--- src/rtl/core/ssp_pkg.sv ---
// ============================================================================
// Soft-start PWM controller package
// Shared types and constants for the soft-start PWM controller.
// ============================================================================
package ssp_pkg;

    // Width of the free-running PWM counter.
    localparam int PWM_BITS = 8;
    // Width used to compare the counter against the 8-bit duty.
    localparam int CMP_W = (PWM_BITS > 8) ? PWM_BITS : 8;

    // Configuration register indexes.
    localparam logic [1:0] REG_LONG_PRESS   = 2'd0;
    localparam logic [1:0] REG_REPEAT       = 2'd1;
    localparam logic [1:0] REG_IDLE_TIMEOUT = 2'd2;

    // Reset values.
    localparam logic [7:0] LONG_PRESS_RST   = 8'd40;
    localparam logic [2:0] REPEAT_RST       = 3'd4;
    localparam logic [6:0] IDLE_TIMEOUT_RST = 7'd120;
    localparam logic [7:0] TARGET_RST       = 8'h80;
    localparam logic [6:0] IDLE_COUNT_RST   = 7'd120;

    // Saturation limits.
    localparam logic [6:0] IDLE_MAX = 7'd127;
    localparam logic [7:0] HOLD_MAX = 8'd255;
    localparam logic [1:0] WAKE_MAX = 2'd2;

    typedef struct packed {
        logic adjust_pressed;
        logic start_pressed;
        logic tick_slow;
        logic tick_ramp;
    } ssp_in_t;

    typedef struct packed {
        logic       pwm_out;
        logic       backlight_on;
        logic [7:0] set_point;
        logic [7:0] duty_now;
        logic       ramp_active;
    } ssp_out_t;

    typedef struct packed {
        logic [7:0] long_press_ticks;
        logic [2:0] repeat_ticks;
        logic [6:0] idle_timeout_ticks;
    } ssp_cfg_t;

endpackage

--- src/rtl/core/ssp_cfg.sv ---
// ============================================================================
// Soft-start PWM configuration registers
// Holds the long-press, repeat and idle-timeout settings.
// ============================================================================
module ssp_cfg (
    input  logic                clk,
    input  logic                rst_n,
    input  logic                cfg_valid,
    input  logic                cfg_ready,
    input  logic [1:0]          cfg_index,
    input  logic [7:0]          cfg_data,
    output ssp_pkg::ssp_cfg_t   cfg
);

    logic [7:0] long_press_reg;
    logic [2:0] repeat_reg;
    logic [6:0] idle_timeout_reg;

    always_ff @(posedge clk or negedge rst_n)
    begin
        if (!rst_n)
        begin
            long_press_reg   <= ssp_pkg::LONG_PRESS_RST;
            repeat_reg       <= ssp_pkg::REPEAT_RST;
            idle_timeout_reg <= ssp_pkg::IDLE_TIMEOUT_RST;
        end
        else if (cfg_valid && cfg_ready)
        begin
            case (cfg_index)
                ssp_pkg::REG_LONG_PRESS:   long_press_reg   <= cfg_data;
                ssp_pkg::REG_REPEAT:       repeat_reg       <= cfg_data[2:0];
                ssp_pkg::REG_IDLE_TIMEOUT: idle_timeout_reg <= cfg_data[6:0];
                default:
                begin
                    // Writes beyond the register list are dropped.
                end
            endcase
        end
    end

    assign cfg.long_press_ticks   = long_press_reg;
    assign cfg.repeat_ticks       = repeat_reg;
    assign cfg.idle_timeout_ticks = idle_timeout_reg;

endmodule

--- src/rtl/core/ssp_core.sv ---
// ============================================================================
// Soft-start PWM controller core
// Controller state and the per-tick update that yields one result beat.
// ============================================================================
module ssp_core (
    input  logic                clk,
    input  logic                rst_n,
    input  logic                fire,
    input  ssp_pkg::ssp_in_t    item,
    input  ssp_pkg::ssp_cfg_t   cfg,
    output ssp_pkg::ssp_out_t   result
);

    logic [ssp_pkg::PWM_BITS-1:0] pwm_count_reg, pwm_count_next;
    logic [7:0] duty_reg, duty_next;
    logic [7:0] target_reg, target_next;
    logic       ramping_reg, ramping_next;
    logic       adjust_held_reg, adjust_held_next;
    logic       start_held_reg, start_held_next;
    logic       fast_repeat_reg, fast_repeat_next;
    logic [7:0] hold_count_reg, hold_count_next;
    logic [2:0] repeat_count_reg, repeat_count_next;
    logic [6:0] idle_count_reg, idle_count_next;
    logic [1:0] wake_count_reg, wake_count_next;
    logic       light_reg, light_next;

    logic [ssp_pkg::CMP_W-1:0] count_ext;
    logic [ssp_pkg::CMP_W-1:0] duty_ext;

    always_comb
    begin
        pwm_count_next    = pwm_count_reg;
        duty_next         = duty_reg;
        target_next       = target_reg;
        ramping_next      = ramping_reg;
        adjust_held_next  = adjust_held_reg;
        start_held_next   = start_held_reg;
        fast_repeat_next  = fast_repeat_reg;
        hold_count_next   = hold_count_reg;
        repeat_count_next = repeat_count_reg;
        idle_count_next   = idle_count_reg;
        wake_count_next   = wake_count_reg;
        light_next        = light_reg;

        // Slow time base work comes first.
        if (item.tick_slow)
        begin
            if (idle_count_next < ssp_pkg::IDLE_MAX)
                idle_count_next = idle_count_next + 7'd1;
            if (idle_count_next > cfg.idle_timeout_ticks)
            begin
                light_next      = 1'b0;
                idle_count_next = cfg.idle_timeout_ticks;
                wake_count_next = 2'd0;
            end
            if (adjust_held_next && (hold_count_next < ssp_pkg::HOLD_MAX))
                hold_count_next = hold_count_next + 8'd1;
            if ((cfg.long_press_ticks != 8'd0) && (hold_count_next == cfg.long_press_ticks))
                fast_repeat_next = 1'b1;
            repeat_count_next = repeat_count_next + 3'd1;
            if (repeat_count_next == cfg.repeat_ticks)
            begin
                repeat_count_next = 3'd0;
                if (fast_repeat_next)
                    target_next = target_next + 8'd1;
            end
        end

        // The buttons are ignored while the ramp runs.
        if (ramping_next)
        begin
            if (item.tick_ramp)
            begin
                if (duty_next < target_next)
                    duty_next = duty_next + 8'd1;
                else
                    ramping_next = 1'b0;
            end
        end
        else
        begin
            if (item.adjust_pressed)
            begin
                adjust_held_next = 1'b1;
                light_next       = 1'b1;
                idle_count_next  = 7'd0;
            end
            else if (adjust_held_next)
            begin
                adjust_held_next = 1'b0;
                hold_count_next  = 8'd0;
                fast_repeat_next = 1'b0;
                if (wake_count_next < ssp_pkg::WAKE_MAX)
                    wake_count_next = wake_count_next + 2'd1;
                // The release that wakes the backlight does not step the set-point.
                if (wake_count_next >= ssp_pkg::WAKE_MAX)
                    target_next = target_next + 8'd1;
            end
            if (item.start_pressed)
            begin
                start_held_next = 1'b1;
            end
            else if (start_held_next)
            begin
                start_held_next = 1'b0;
                duty_next       = 8'd0;
                if (target_next != 8'd0)
                begin
                    duty_next    = 8'd1;
                    ramping_next = 1'b1;
                end
            end
        end

        pwm_count_next = pwm_count_reg + 1'b1;
    end

    assign count_ext = ssp_pkg::CMP_W'(pwm_count_reg);
    assign duty_ext  = ssp_pkg::CMP_W'(duty_next);

    assign result.pwm_out      = (duty_next != 8'd0) && (count_ext < duty_ext);
    assign result.backlight_on = light_next;
    assign result.set_point    = target_next;
    assign result.duty_now     = duty_next;
    assign result.ramp_active  = ramping_next;

    always_ff @(posedge clk or negedge rst_n)
    begin
        if (!rst_n)
        begin
            pwm_count_reg    <= '0;
            duty_reg         <= 8'd0;
            target_reg       <= ssp_pkg::TARGET_RST;
            ramping_reg      <= 1'b0;
            adjust_held_reg  <= 1'b0;
            start_held_reg   <= 1'b0;
            fast_repeat_reg  <= 1'b0;
            hold_count_reg   <= 8'd0;
            repeat_count_reg <= 3'd0;
            idle_count_reg   <= ssp_pkg::IDLE_COUNT_RST;
            wake_count_reg   <= 2'd0;
            light_reg        <= 1'b0;
        end
        else if (fire)
        begin
            pwm_count_reg    <= pwm_count_next;
            duty_reg         <= duty_next;
            target_reg       <= target_next;
            ramping_reg      <= ramping_next;
            adjust_held_reg  <= adjust_held_next;
            start_held_reg   <= start_held_next;
            fast_repeat_reg  <= fast_repeat_next;
            hold_count_reg   <= hold_count_next;
            repeat_count_reg <= repeat_count_next;
            idle_count_reg   <= idle_count_next;
            wake_count_reg   <= wake_count_next;
            light_reg        <= light_next;
        end
    end

endmodule

--- src/rtl/core/soft_start_pwm_controller.sv ---
// ============================================================================
// Soft-start PWM controller
// DC motor PWM drive with set-point adjust, soft-start ramp and backlight.
// ============================================================================
// Each item beat is one PWM clock tick carrying the adjust and start button
// levels and the slow (25 ms) and ramp (10 ms) strobes. Every item beat
// produces exactly one result beat with the PWM level, backlight enable,
// set-point, present duty and ramp flag, all taken after that tick's update.
// An item beat is captured in an input register; when the output stage can
// load, the core updates its state and the result lands in an output
// register, where it is held while the receiver stalls. Throughput is one
// beat per cycle while the receiver does not stall, set by the state update
// in the core.
// The input register and the output register form two stages, so an item
// beat is still taken while one finished result waits. When the receiver
// stalls with both stages full, item_stall rises until the result is taken.
// Configuration writes (cfg_valid with cfg_ready, always high) update the
// long-press, repeat and idle-timeout registers; write them only when idle.
// Reset clears both stages and returns the controller to its power-up state:
// set-point 128, duty zero, backlight off, registers at 40, 4 and 120.
// ============================================================================
module soft_start_pwm_controller (
    input  logic                clk,
    input  logic                rst_n,
    input  logic                item_valid,
    output logic                item_stall,
    input  ssp_pkg::ssp_in_t    item,
    output logic                result_valid,
    input  logic                result_stall,
    output ssp_pkg::ssp_out_t   result,
    input  logic                cfg_valid,
    output logic                cfg_ready,
    input  logic [1:0]          cfg_index,
    input  logic [7:0]          cfg_data
);

    logic               in_vld_reg;
    ssp_pkg::ssp_in_t   in_item_reg;
    logic               out_vld_reg;
    ssp_pkg::ssp_out_t  out_data_reg;
    logic               advance;
    logic               fire;
    ssp_pkg::ssp_cfg_t  cfg;
    ssp_pkg::ssp_out_t  core_result;

    assign cfg_ready = 1'b1;

    // The output stage can load whenever it is empty or being emptied.
    assign advance    = !(out_vld_reg && result_stall);
    assign fire       = in_vld_reg && advance;
    assign item_stall = in_vld_reg && !advance;

    ssp_cfg u_cfg (
        .clk       (clk),
        .rst_n     (rst_n),
        .cfg_valid (cfg_valid),
        .cfg_ready (cfg_ready),
        .cfg_index (cfg_index),
        .cfg_data  (cfg_data),
        .cfg       (cfg)
    );

    ssp_core u_core (
        .clk    (clk),
        .rst_n  (rst_n),
        .fire   (fire),
        .item   (in_item_reg),
        .cfg    (cfg),
        .result (core_result)
    );

    always_ff @(posedge clk or negedge rst_n)
    begin
        if (!rst_n)
        begin
            in_vld_reg  <= 1'b0;
            out_vld_reg <= 1'b0;
        end
        else
        begin
            if (!item_stall)
                in_vld_reg <= item_valid;
            if (advance)
                out_vld_reg <= in_vld_reg;
        end
    end

    always_ff @(posedge clk)
    begin
        if (item_valid && !item_stall)
            in_item_reg <= item;
        if (fire)
            out_data_reg <= core_result;
    end

    assign result_valid = out_vld_reg;
    assign result       = out_data_reg;

    // The input stage only backs up behind a full, stalled output stage.
    a_stall_needs_full_out: assert property (
        @(posedge clk) disable iff (!rst_n)
        item_stall |-> (result_valid && result_stall)
    ) else $error("item_stall without a stalled result");

    // A running ramp never shows a zero duty.
    a_ramp_duty_nonzero: assert property (
        @(posedge clk) disable iff (!rst_n)
        (result_valid && result.ramp_active) |-> (result.duty_now != 8'd0)
    ) else $error("ramp active with zero duty");

    // The motor drive is never high with zero duty.
    a_pwm_needs_duty: assert property (
        @(posedge clk) disable iff (!rst_n)
        (result_valid && result.pwm_out) |-> (result.duty_now != 8'd0)
    ) else $error("pwm high with zero duty");

    // A full input stage that is not blocked always yields a result next cycle.
    a_fire_gives_result: assert property (
        @(posedge clk) disable iff (!rst_n)
        fire |=> result_valid
    ) else $error("processed beat did not reach the output stage");

endmodule
--- config.mk ---
export PLATFORM = sky130hd
export DESIGN_NAME = soft_start_pwm_controller
export DESIGN_NICKNAME = d
export VERILOG_FILES = /design/src/rtl/core/ssp_pkg.sv /design/src/rtl/core/ssp_cfg.sv /design/src/rtl/core/ssp_core.sv /design/src/rtl/core/soft_start_pwm_controller.sv
export SDC_FILE = /design/constraint.sdc
export NUM_CORES = 1
export LEC_CHECK = 0
export BUFFER_PORTS_ARGS = -buffer_cell sky130_fd_sc_hd__buf_2
export CORE_MARGIN = 4
export CORE_UTILIZATION = 42
export CTS_BUF_LIST = sky130_fd_sc_hd__clkbuf_16
export DETAILED_ROUTE_END_ITERATION = 10
export SYNTH_ARGS = -nofsm -noshare
export SYNTH_HDL_FRONTEND = slang
export SYNTH_HIERARCHICAL = 1
export SYNTH_SLANG_ARGS = --single-unit
--- constraint.sdc ---
create_clock -name clk -period 6.1 [get_ports clk]
set_input_delay 1.22 -clock clk [delete_from_list [all_inputs] [get_ports clk]]
set_output_delay 1.22 -clock clk [all_outputs]
set_load 0.01 [all_outputs]
# ---- Word level (Yosys, flattened, before mapping)
# Index checks and enable logic that the tools add are counted.
dict set report classes {
  n_eq_ne 4
  order_cmp 7
  add_sub_neg 8
  reduce_logical 18
  muxes 54
  n_bitwise 1
}
# op n
set op_table {}
lappend op_table {{$mux W8} 19}
lappend op_table {{$mux W7} 6}
lappend op_table {{$add A8 B1 Y8 const B} 5}
lappend op_table {{$reduce_bool A8 Y1} 3}
lappend op_table {{$mux W1} 19}
lappend op_table {{$mux W2} 9}
lappend op_table {{$lt A8 B8 Y1} 2}
lappend op_table {{$reduce_and A2 Y1} 5}
lappend op_table {{$eq A8 B8 Y1} 1}
lappend op_table {{$lt A8 B8 Y1 const B} 1}
lappend op_table {{$add A7 B1 Y7 const B} 1}
lappend op_table {{$gt A7 B7 Y1} 1}
lappend op_table {{$logic_and A1 B1 Y1} 7}
lappend op_table {{$lt A7 B7 Y1 const B} 1}
lappend op_table {{$add A3 B1 Y3 const B} 1}
lappend op_table {{$eq A3 B3 Y1} 1}
lappend op_table {{$mux W3} 1}
lappend op_table {{$add A2 B1 Y2 const B} 1}
lappend op_table {{$eq A2 B1 Y1 const B} 1}
lappend op_table {{$eq A2 B2 Y1 const B} 1}
lappend op_table {{$ge A2 B2 Y1 const B} 1}
lappend op_table {{$logic_not A1 Y1} 2}
lappend op_table {{$logic_not A2 Y1} 1}
lappend op_table {{$lt A2 B2 Y1 const B} 1}
lappend op_table {{$not A1 Y1} 1}
dict set report word_totals {
  elab_cells 118
  register_bits 92
  inputBits 19
}

# ---- Depth between registers and ports, before layout
# Gate-level depths: netlist of the first run.
dict set report depth {
  ltp_word 23
  ltp_mapped 29
}

# ---- Hierarchy
# The synthesis of the first run kept the hierarchy.
# mod area_each_um2 seq_area_each_um2 cells_each n_inst
set modules_own_cells {}
lappend modules_own_cells {ssp_core 4235.3 1232.4 495 1}
lappend modules_own_cells {soft_start_pwm_controller 794.5 740.7 33 1}
lappend modules_own_cells {ssp_cfg 739.5 459.2 40 1}

# ---- Worst setup path before layout of the first run
# Ideal clock, no wire load.
dict set report synth_timing {
  path_type {reg-to-reg}
  from {register u_core.hold_count_reg[0]}
  to {register out_data_reg, in the netlist result[18], data pin}
  t_arrival_ns 6.364
  required_ns 5.831
  period_less_slack_ns 6.633
  setup_time_ns 0.269
  path_stages_with_launch 29
  setup_slack_ns -0.533
  path_cell_list {dfrtp_1 > ha_1 > and3_1 > buf_6 > or4b_4 > a221o_1 > a2111oi_4 > a32o_2 > buf_6 > buf_2 > mux2_2 > inv_1 > ha_1 > a21o_1 > a21o_1 > a21oi_1 > nor2_1 > a211oi_1 > nand4_1 > a21oi_4 > and3_1 > mux2_2 > ha_1 > and4_1 > o211ai_1 > o211ai_1 > nor2_1 > a221oi_1 > nand3_1}
}
# item line
set synth_lines {}
lappend synth_lines {{start, declared} ssp_core.sv:21} ;# logic [7:0] hold_count_reg, hold_count_next;
lappend synth_lines {{start signal, assigned} ssp_core.sv:153} ;# hold_count_reg <= hold_count_next;
lappend synth_lines {{end signal, assigned} soft_start_pwm_controller.sv:93} ;# out_data_reg <= core_result;
lappend synth_lines {{end, declared} soft_start_pwm_controller.sv:40} ;# ssp_pkg::ssp_out_t out_data_reg;

==> results_dict.tcl, run 1 <==
set metrics [dict create \
    status "finished, final reports clean" \
    ctsHoldBuffers 0 \
    core_um2 13350 \
    gp_congestion 0.9009 \
    yosysTopAreaCell "dfrtp_1" \
    vias 4444 \
    diodes 0 \
    post_dp_cell_area_um2 6320 \
    drt_iter0_markers 352 \
    cts_sinks 92 \
    synth_area_um2 5769 \
    yosysMostFrequentCell "nand2_1" \
    synth_compound_gate_area_share 0.1295 \
    route.detailed.drc 0 \
    dp_hpwl_um 9502 \
    cts_root_buf "clkbuf_16" \
    grt_max_degree 70 \
    dr.pass1.iters 5 \
    crit_arrival_ns 6.16 \
    setup_slack_ns 0.02784 \
    tightest_slew_ns 0.9057 \
    dieArea_um2 15680 \
    synthXorXnorAreaFrac 0.06333 \
    yosysTopAreaCellShare 0.2472 \
    rsz0062_at_grt "yes" \
    grt_pass1_vias 4382 \
    critical_path.max_fanout 6 \
    multi_input_area_um2 3207 \
    required_ns 6.19 \
    numCtsBuffers 9 \
    hold_slack_ns 0.4885 \
    synth_cells 568 \
    portBuffers 39 \
    final_area_um2 6663 \
    drive_above_1_share 0.2556 \
    period_share 0.9954 \
    crit_type "reg2reg" \
    register_area_um2 2432 \
    final_max_slew_viol_count 0 \
    syn_to_final_growth_pct 15.48 \
    drt-wirelength-per-cell_um 15.83 \
    place_inst 788 \
    die_w_um 125.2 \
    finalPower_mw 2.616 \
    rows 42 \
    grtUsageTotal 0.1684 \
    avgViaCountPerCell 5.514 \
    ys_warn_count 6 \
    pre_cts_ws_ns -0.06697 \
    p_leak_nw 2.883 \
    setup_viol 0 \
    overflow 0 \
    antenna_found_initial 0 \
    yosys-top-cells-area "dfrtp_1, edfxtp_1, ha_1" \
    synth_mux_area_frac 0.08675 \
    fillers 1242 \
    clockBufferDepth 2 \
    wl_um 12760 \
    synth-seq-cells 92 \
    synth_commonest_cells "nand2_1, dfrtp_1, nor2_1, ha_1, mux2_2" \
    io_pins 41 \
    worstSetupStartpointType "register" \
    setup_tns_ns 0 \
    maxCapViolations 0 \
    synth-main-ff-cell "dfrtp_1" \
    fin_skew_ns 0.008635 \
    h-tree-depth 3 \
    async_reset_ff_frac 0.7500 \
    finalHoldViolCount 0 \
    min_period_ns 6.072 \
    clk_pin_slew_worst_paths_ns 0.06 \
    final_nets 674 \
    relSlewSlack 0.3962 \
    seq_area_frac_synth 0.4216 \
    initial_core_util 0.4322 \
    syn_avg_cell_area_um2 10.16 \
    ant_nets 0 \
    critPathCaptureType "register" \
    fp.dieH_um 125.2 \
    cts_tree "done" \
    grt_pass1_wl_um 21590 \
    yosys.area_share.simple 0.1958 \
    largest_reg_flops 19 \
    clk_latency_ns 0.35 \
    fin_util 0.4992 \
    power_density_nw_per_um2 392.6 \
    final_cell_count_no_fill 806 \
    worstHoldPathType "reg2reg" \
    irDropWorstVdd_mv 0.2403 \
    clock.fmax_mhz 164.7 \
    ys_types 75 \
    synth_top_family_by_area "simple AND/OR/NAND/NOR gates" \
    synth-edff-count 23 \
    yosys.area_share.adder 0.06506 \
]
worst max-delay path, cell delays in order, from the launching register on:
cell and delay, ns:
dfrtp_1 0.41, ha_2 0.19, and3_4 0.14, or4b_4 0.50
a221o_1 0.37, a2111oi_4 0.34, a32o_2 0.35, mux2_4 0.34
inv_2 0.07, ha_4 0.20, a21o_1 0.15, a21o_1 0.16
a21oi_2 0.12, nor2_1 0.06, a211oi_2 0.19, nand4_1 0.16
a21oi_4 0.19, and3_4 0.20, mux2_4 0.33, ha_4 0.26
and4_1 0.19, o211ai_1 0.11, o211ai_1 0.30, nor2_1 0.12
a221oi_2 0.25, nand3_1 0.10
layer usage:
layer | vias to the layer above | global-route usage | share of wire
li1 | 2168 | - | -
met1 | 2159 | 0.2127 | 0.45
met2 | 92 | 0.2819 | 0.49
met3 | 25 | 0.03753 | 0.034
met4 | 0 | 0.06633 | 0.024
met5 | - | 0 | 0
kinds of logic after synthesis:
logic type | Yosys count
XOR/XNOR | 37
adder cells (fa/ha/maj) | 30
multiplexers | 42
other | 1
AND/OR/NAND/NOR | 215
buffers and inverters | 46
flip-flops | 92
AO/OA/AOI/OAI | 105
cell type report:
cell class / instances / share of cell area
repair buffers: 67 / 0.06085
clock buffers: 9 / 0.03380
inverters: 22 / 0.01239
clock inverters: 7 / 0.01352
flip-flops and latches: 92 / 0.3651
multi-input cells: 433 / 0.4813
well taps: 176 / 0.03305
power breakdown:
part	leakage, nW	switching, mW	internal, mW
clock	0.154	0.236	0.357
sequential	1.06	0.183	0.818
combinational	1.67	0.542	0.480
cells in the final DEF, fill, tap and decap left out, types with 11 or more instances in the layout:
master / count
a21oi_1: 22
buf_2: 39
buf_4: 28
dfrtp_1: 57
dfstp_2: 12
edfxtp_1: 23
ha_1: 27
inv_1: 19
mux2_2: 26
mux2_4: 11
nand2_1: 60
nand3_1: 24
nand4_1: 12
nor2_1: 42
nor3_1: 12
o21ai_0: 23
xnor2_1: 20
xor2_1: 14
final timing paths:
check	start	endpoint	slack, ns	cells after the start
setup / recovery	u_core/hold_count_reg[0]$_DFFE_PN0P_	result[18]$_DFFE_PP_	0.03	25
hold / removal	u_core/wake_count_reg[1]$_DFFE_PN0P_	u_core/wake_count_reg[1]$_DFFE_PN0P_	0.49	2
setup reg to reg	u_core/hold_count_reg[0]$_DFFE_PN0P_	result[18]$_DFFE_PP_	0.03	25
hold reg to reg	u_core/wake_count_reg[1]$_DFFE_PN0P_	u_core/wake_count_reg[1]$_DFFE_PN0P_	0.49	2
max in group asynchronous	rst_n	u_core/hold_count_reg[2]$_DFFE_PN0P_	4.43	2
min in group asynchronous	rst_n	u_core/repeat_count_reg[0]$_DFFE_PN0P_	1.05	2
repair_timing:
action | in CTS | in global routing
pin swaps | 3 | 2
gates resized for setup | 0 | 3
setup endpoints to repair | 1 | 1
buffers inserted | 2 | 0
(Power assumes the default switching activity.)
==> run 2: changes to the inputs <==
Settings changed: ABC_AREA set to 1, CTS_BUF_LIST sky130_fd_sc_hd__clkbuf_16 to sky130_fd_sc_hd__clkbuf_4 sky130_fd_sc_hd__clkbuf_8 sky130_fd_sc_hd__clkbuf_16.
==> results_dict.tcl, run 2 <==
set metrics [dict create \
    status "finished, final reports clean" \
    ys_warn_count 6 \
    dr.pass1.iters 5 \
    power_density_nw_per_um2 379.1 \
    yosys-top-cells-area "dfrtp_1, nand2_1, edfxtp_1" \
    clk_latency_ns 0.35 \
    portBuffers 39 \
    fin_util 0.4809 \
    relSlewSlack 0.3886 \
    initial_core_util 0.4316 \
    h-tree-depth 3 \
    final_cell_count_no_fill 966 \
    synth_mux_area_frac 0 \
    grt_pass1_vias 4854 \
    synth-main-ff-cell "dfrtp_1" \
    crit_chain "ha_1 > xor2_1 > nor3b_1 > nand3_1 > nor2_1 > nand3_1 > nor3_1 > nand2_2 > o21ai_0 > nand2_1 > ha_1 > a21oi_1 > o21a_1 > nand2_2 > inv_2 > nand4_1 > o21ai_2 > inv_1 > ha_1 > nand2_1 > nor2_1 > a211oi_1 > nand2_1 > a21oi_2" \
    io_pins 41 \
    critPathCaptureType "register" \
    final_max_slew_viol_count 0 \
    seq_area_frac_synth 0.4222 \
    ys_types 44 \
    numCtsBuffers 9 \
    cts_root_buf "clkbuf_16" \
    finalPower_mw 2.433 \
    route.detailed.drc 0 \
    yosysTopAreaCell "dfrtp_1" \
    tightest_slew_ns 0.9171 \
    finalHoldViolCount 0 \
    grtUsageTotal 0.1689 \
    multi_input_area_um2 2882 \
    overflow 0 \
    clock.fmax_mhz 211.5 \
    synth-seq-cells 92 \
    ctsHoldBuffers 0 \
    yosys.area_share.simple 0.3043 \
    diodes 0 \
    max_stage_delay_ns 0.42 \
    irDropWorstVdd_mv 0.1800 \
    grt_pass1_wl_um 22020 \
    setup_viol 0 \
    crit_arrival_ns 4.95 \
    worstHoldPathType "reg2reg" \
    rsz0062_at_grt "no" \
    fin_skew_ns 0.01293 \
    async_reset_ff_frac 0.7500 \
    largest_reg_flops 19 \
    dp_hpwl_um 9316 \
    wl_um 12700 \
    yosysMostFrequentCell "nand2_1" \
    core_um2 13350 \
    drt-wirelength-per-cell_um 13.15 \
    worstSetupStartpointType "register" \
    synth_top_family_by_area "simple AND/OR/NAND/NOR gates" \
    p_leak_nw 3.190 \
    die_w_um 125.1 \
    grt_max_degree 70 \
    yosysTopAreaCellShare 0.2476 \
    post_cts_buffers 0 \
    synthXorXnorAreaFrac 0.02281 \
    fillers 1341 \
    syn_avg_cell_area_um2 7.660 \
    fp.dieH_um 125.1 \
    period_share 0.7751 \
    final_nets 834 \
    crit_type "reg2reg" \
    final_area_um2 6419 \
    ant_nets 0 \
    post_dp_cell_area_um2 6112 \
    dieArea_um2 15650 \
    place_inst 950 \
    required_ns 6.32 \
    cts_sinks 92 \
    cts.repair.resized 0 \
    clk_pin_slew_worst_paths_ns 0.07 \
    drt_iter0_markers 334 \
    maxCapViolations 0 \
    syn_to_final_growth_pct 11.42 \
    register_area_um2 2432 \
    critPathSlowestCell "dfrtp_1" \
    clockBufferDepth 2 \
    rows 42 \
    avgViaCountPerCell 5.112 \
    synth_cells 752 \
    layout_common_cells "nand2_1, inv_1, nand3_1, dfrtp_1, o21ai_0" \
    yosys.area_share.adder 0.06516 \
    synth_compound_gate_area_share 0.1047 \
    gp_congestion 0.8768 \
    cts_tree "done" \
    synth_commonest_cells "nand2_1, inv_1, nand3_1, dfrtp_1, o21ai_0" \
    drive_above_1_share 0.1456 \
    vias 4938 \
    setup_tns_ns 0 \
    min_period_ns 4.728 \
    critical_path.max_fanout 8 \
    synth-edff-count 23 \
    antenna_found_initial 0 \
    layout_commonest_cell "nand2_1" \
    synth_area_um2 5761 \
]
## run 2: cell types whose count changed after synthesis, moves of 8 or more
cell	before	now
nand2_1	60	226
o21ai_0	23	53
mux2_2	28	0
and2_1	8	0
o22ai_1	0	10
mux2_4	9	0
xnor2_1	20	7
nor3_1	12	3
and3_1	12	2
nand2_2	0	15
nand3_1	24	59
inv_1	20	88
## run 2: kinds of logic after synthesis
kind of cell / after synthesis
AND/OR/NAND/NOR: 389
XOR/XNOR: 15
adder cells (fa/ha/maj): 30
buffers and inverters: 117
other: 1
AO/OA/AOI/OAI: 108
flip-flops: 92
## run 2: worst paths after layout
kind	startpoint	end	slack, ns	depth (start not counted)
worst max-delay path	u_core/repeat_count_reg[0]$_DFFE_PN0P_	result[18]$_DFFE_PP_	1.37	24
max in group asynchronous	rst_n	u_core/idle_count_reg[0]$_DFFE_PN0P_	4.41	2
worst min-delay path	u_cfg/idle_timeout_reg[5]$_DFFE_PN1P_	u_cfg/idle_timeout_reg[5]$_DFFE_PN1P_	0.46	2
worst max register to register	u_core/repeat_count_reg[0]$_DFFE_PN0P_	result[18]$_DFFE_PP_	1.37	24
min in group asynchronous	rst_n	u_core/duty_reg[4]$_DFFE_PN0P_	1.06	2
worst min register to register	u_cfg/idle_timeout_reg[5]$_DFFE_PN1P_	u_cfg/idle_timeout_reg[5]$_DFFE_PN1P_	0.46	2
## run 2: power by group
group	total (mW)	switching, mW	internal, mW
registers	0.944	0.147	0.797
clock network	0.582	0.246	0.336
logic	0.908	0.576	0.331
## run 2: stage by stage
step / setup slack, ns / hold WS [ns]
4_1_cts: 1.336 / 0.4641
3_5_place_dp: 1.377 / 0.4546
2_1_floorplan: 2.072 / 0.4419
3_3_place_gp: 1.520 / 0.4547
5_1_grt: 0.8678 / 0.4750
6_report: 1.372 / 0.4598
## run 2: per-layer routing
| metal | track usage | share of wire | vias to the layer above |
|---|---|---|---|
| li1 | - | - | 2532 |
| met1 | 0.2032 | 0.46 | 2294 |
| met2 | 0.2974 | 0.49 | 99 |
| met3 | 0.04691 | 0.043 | 13 |
| met4 | 0.04656 | 0.011 | 0 |
| met5 | 0 | 0 | - |
## run 2: cell type report
| type | instances | share of cell area |
|---|---|---|
| clock buffers | 11 | 0.03840 |
| clock inverters | 5 | 0.009357 |
| inverters | 96 | 0.05614 |
| multi-input cells | 544 | 0.4489 |
| flip-flops and latches | 92 | 0.3789 |
| well taps | 176 | 0.03431 |
| repair buffers | 42 | 0.03392 |
## run 2: worst max-delay path: cells and delay by family, from the launching register on
kind | cells | cell delay (ns)
compound gates | 6 | 1.02
flops | 1 | 0.42
buf+inv | 2 | 0.23
simple gates | 12 | 1.78
fa+ha+maj | 3 | 0.96
xor+xnor | 1 | 0.17
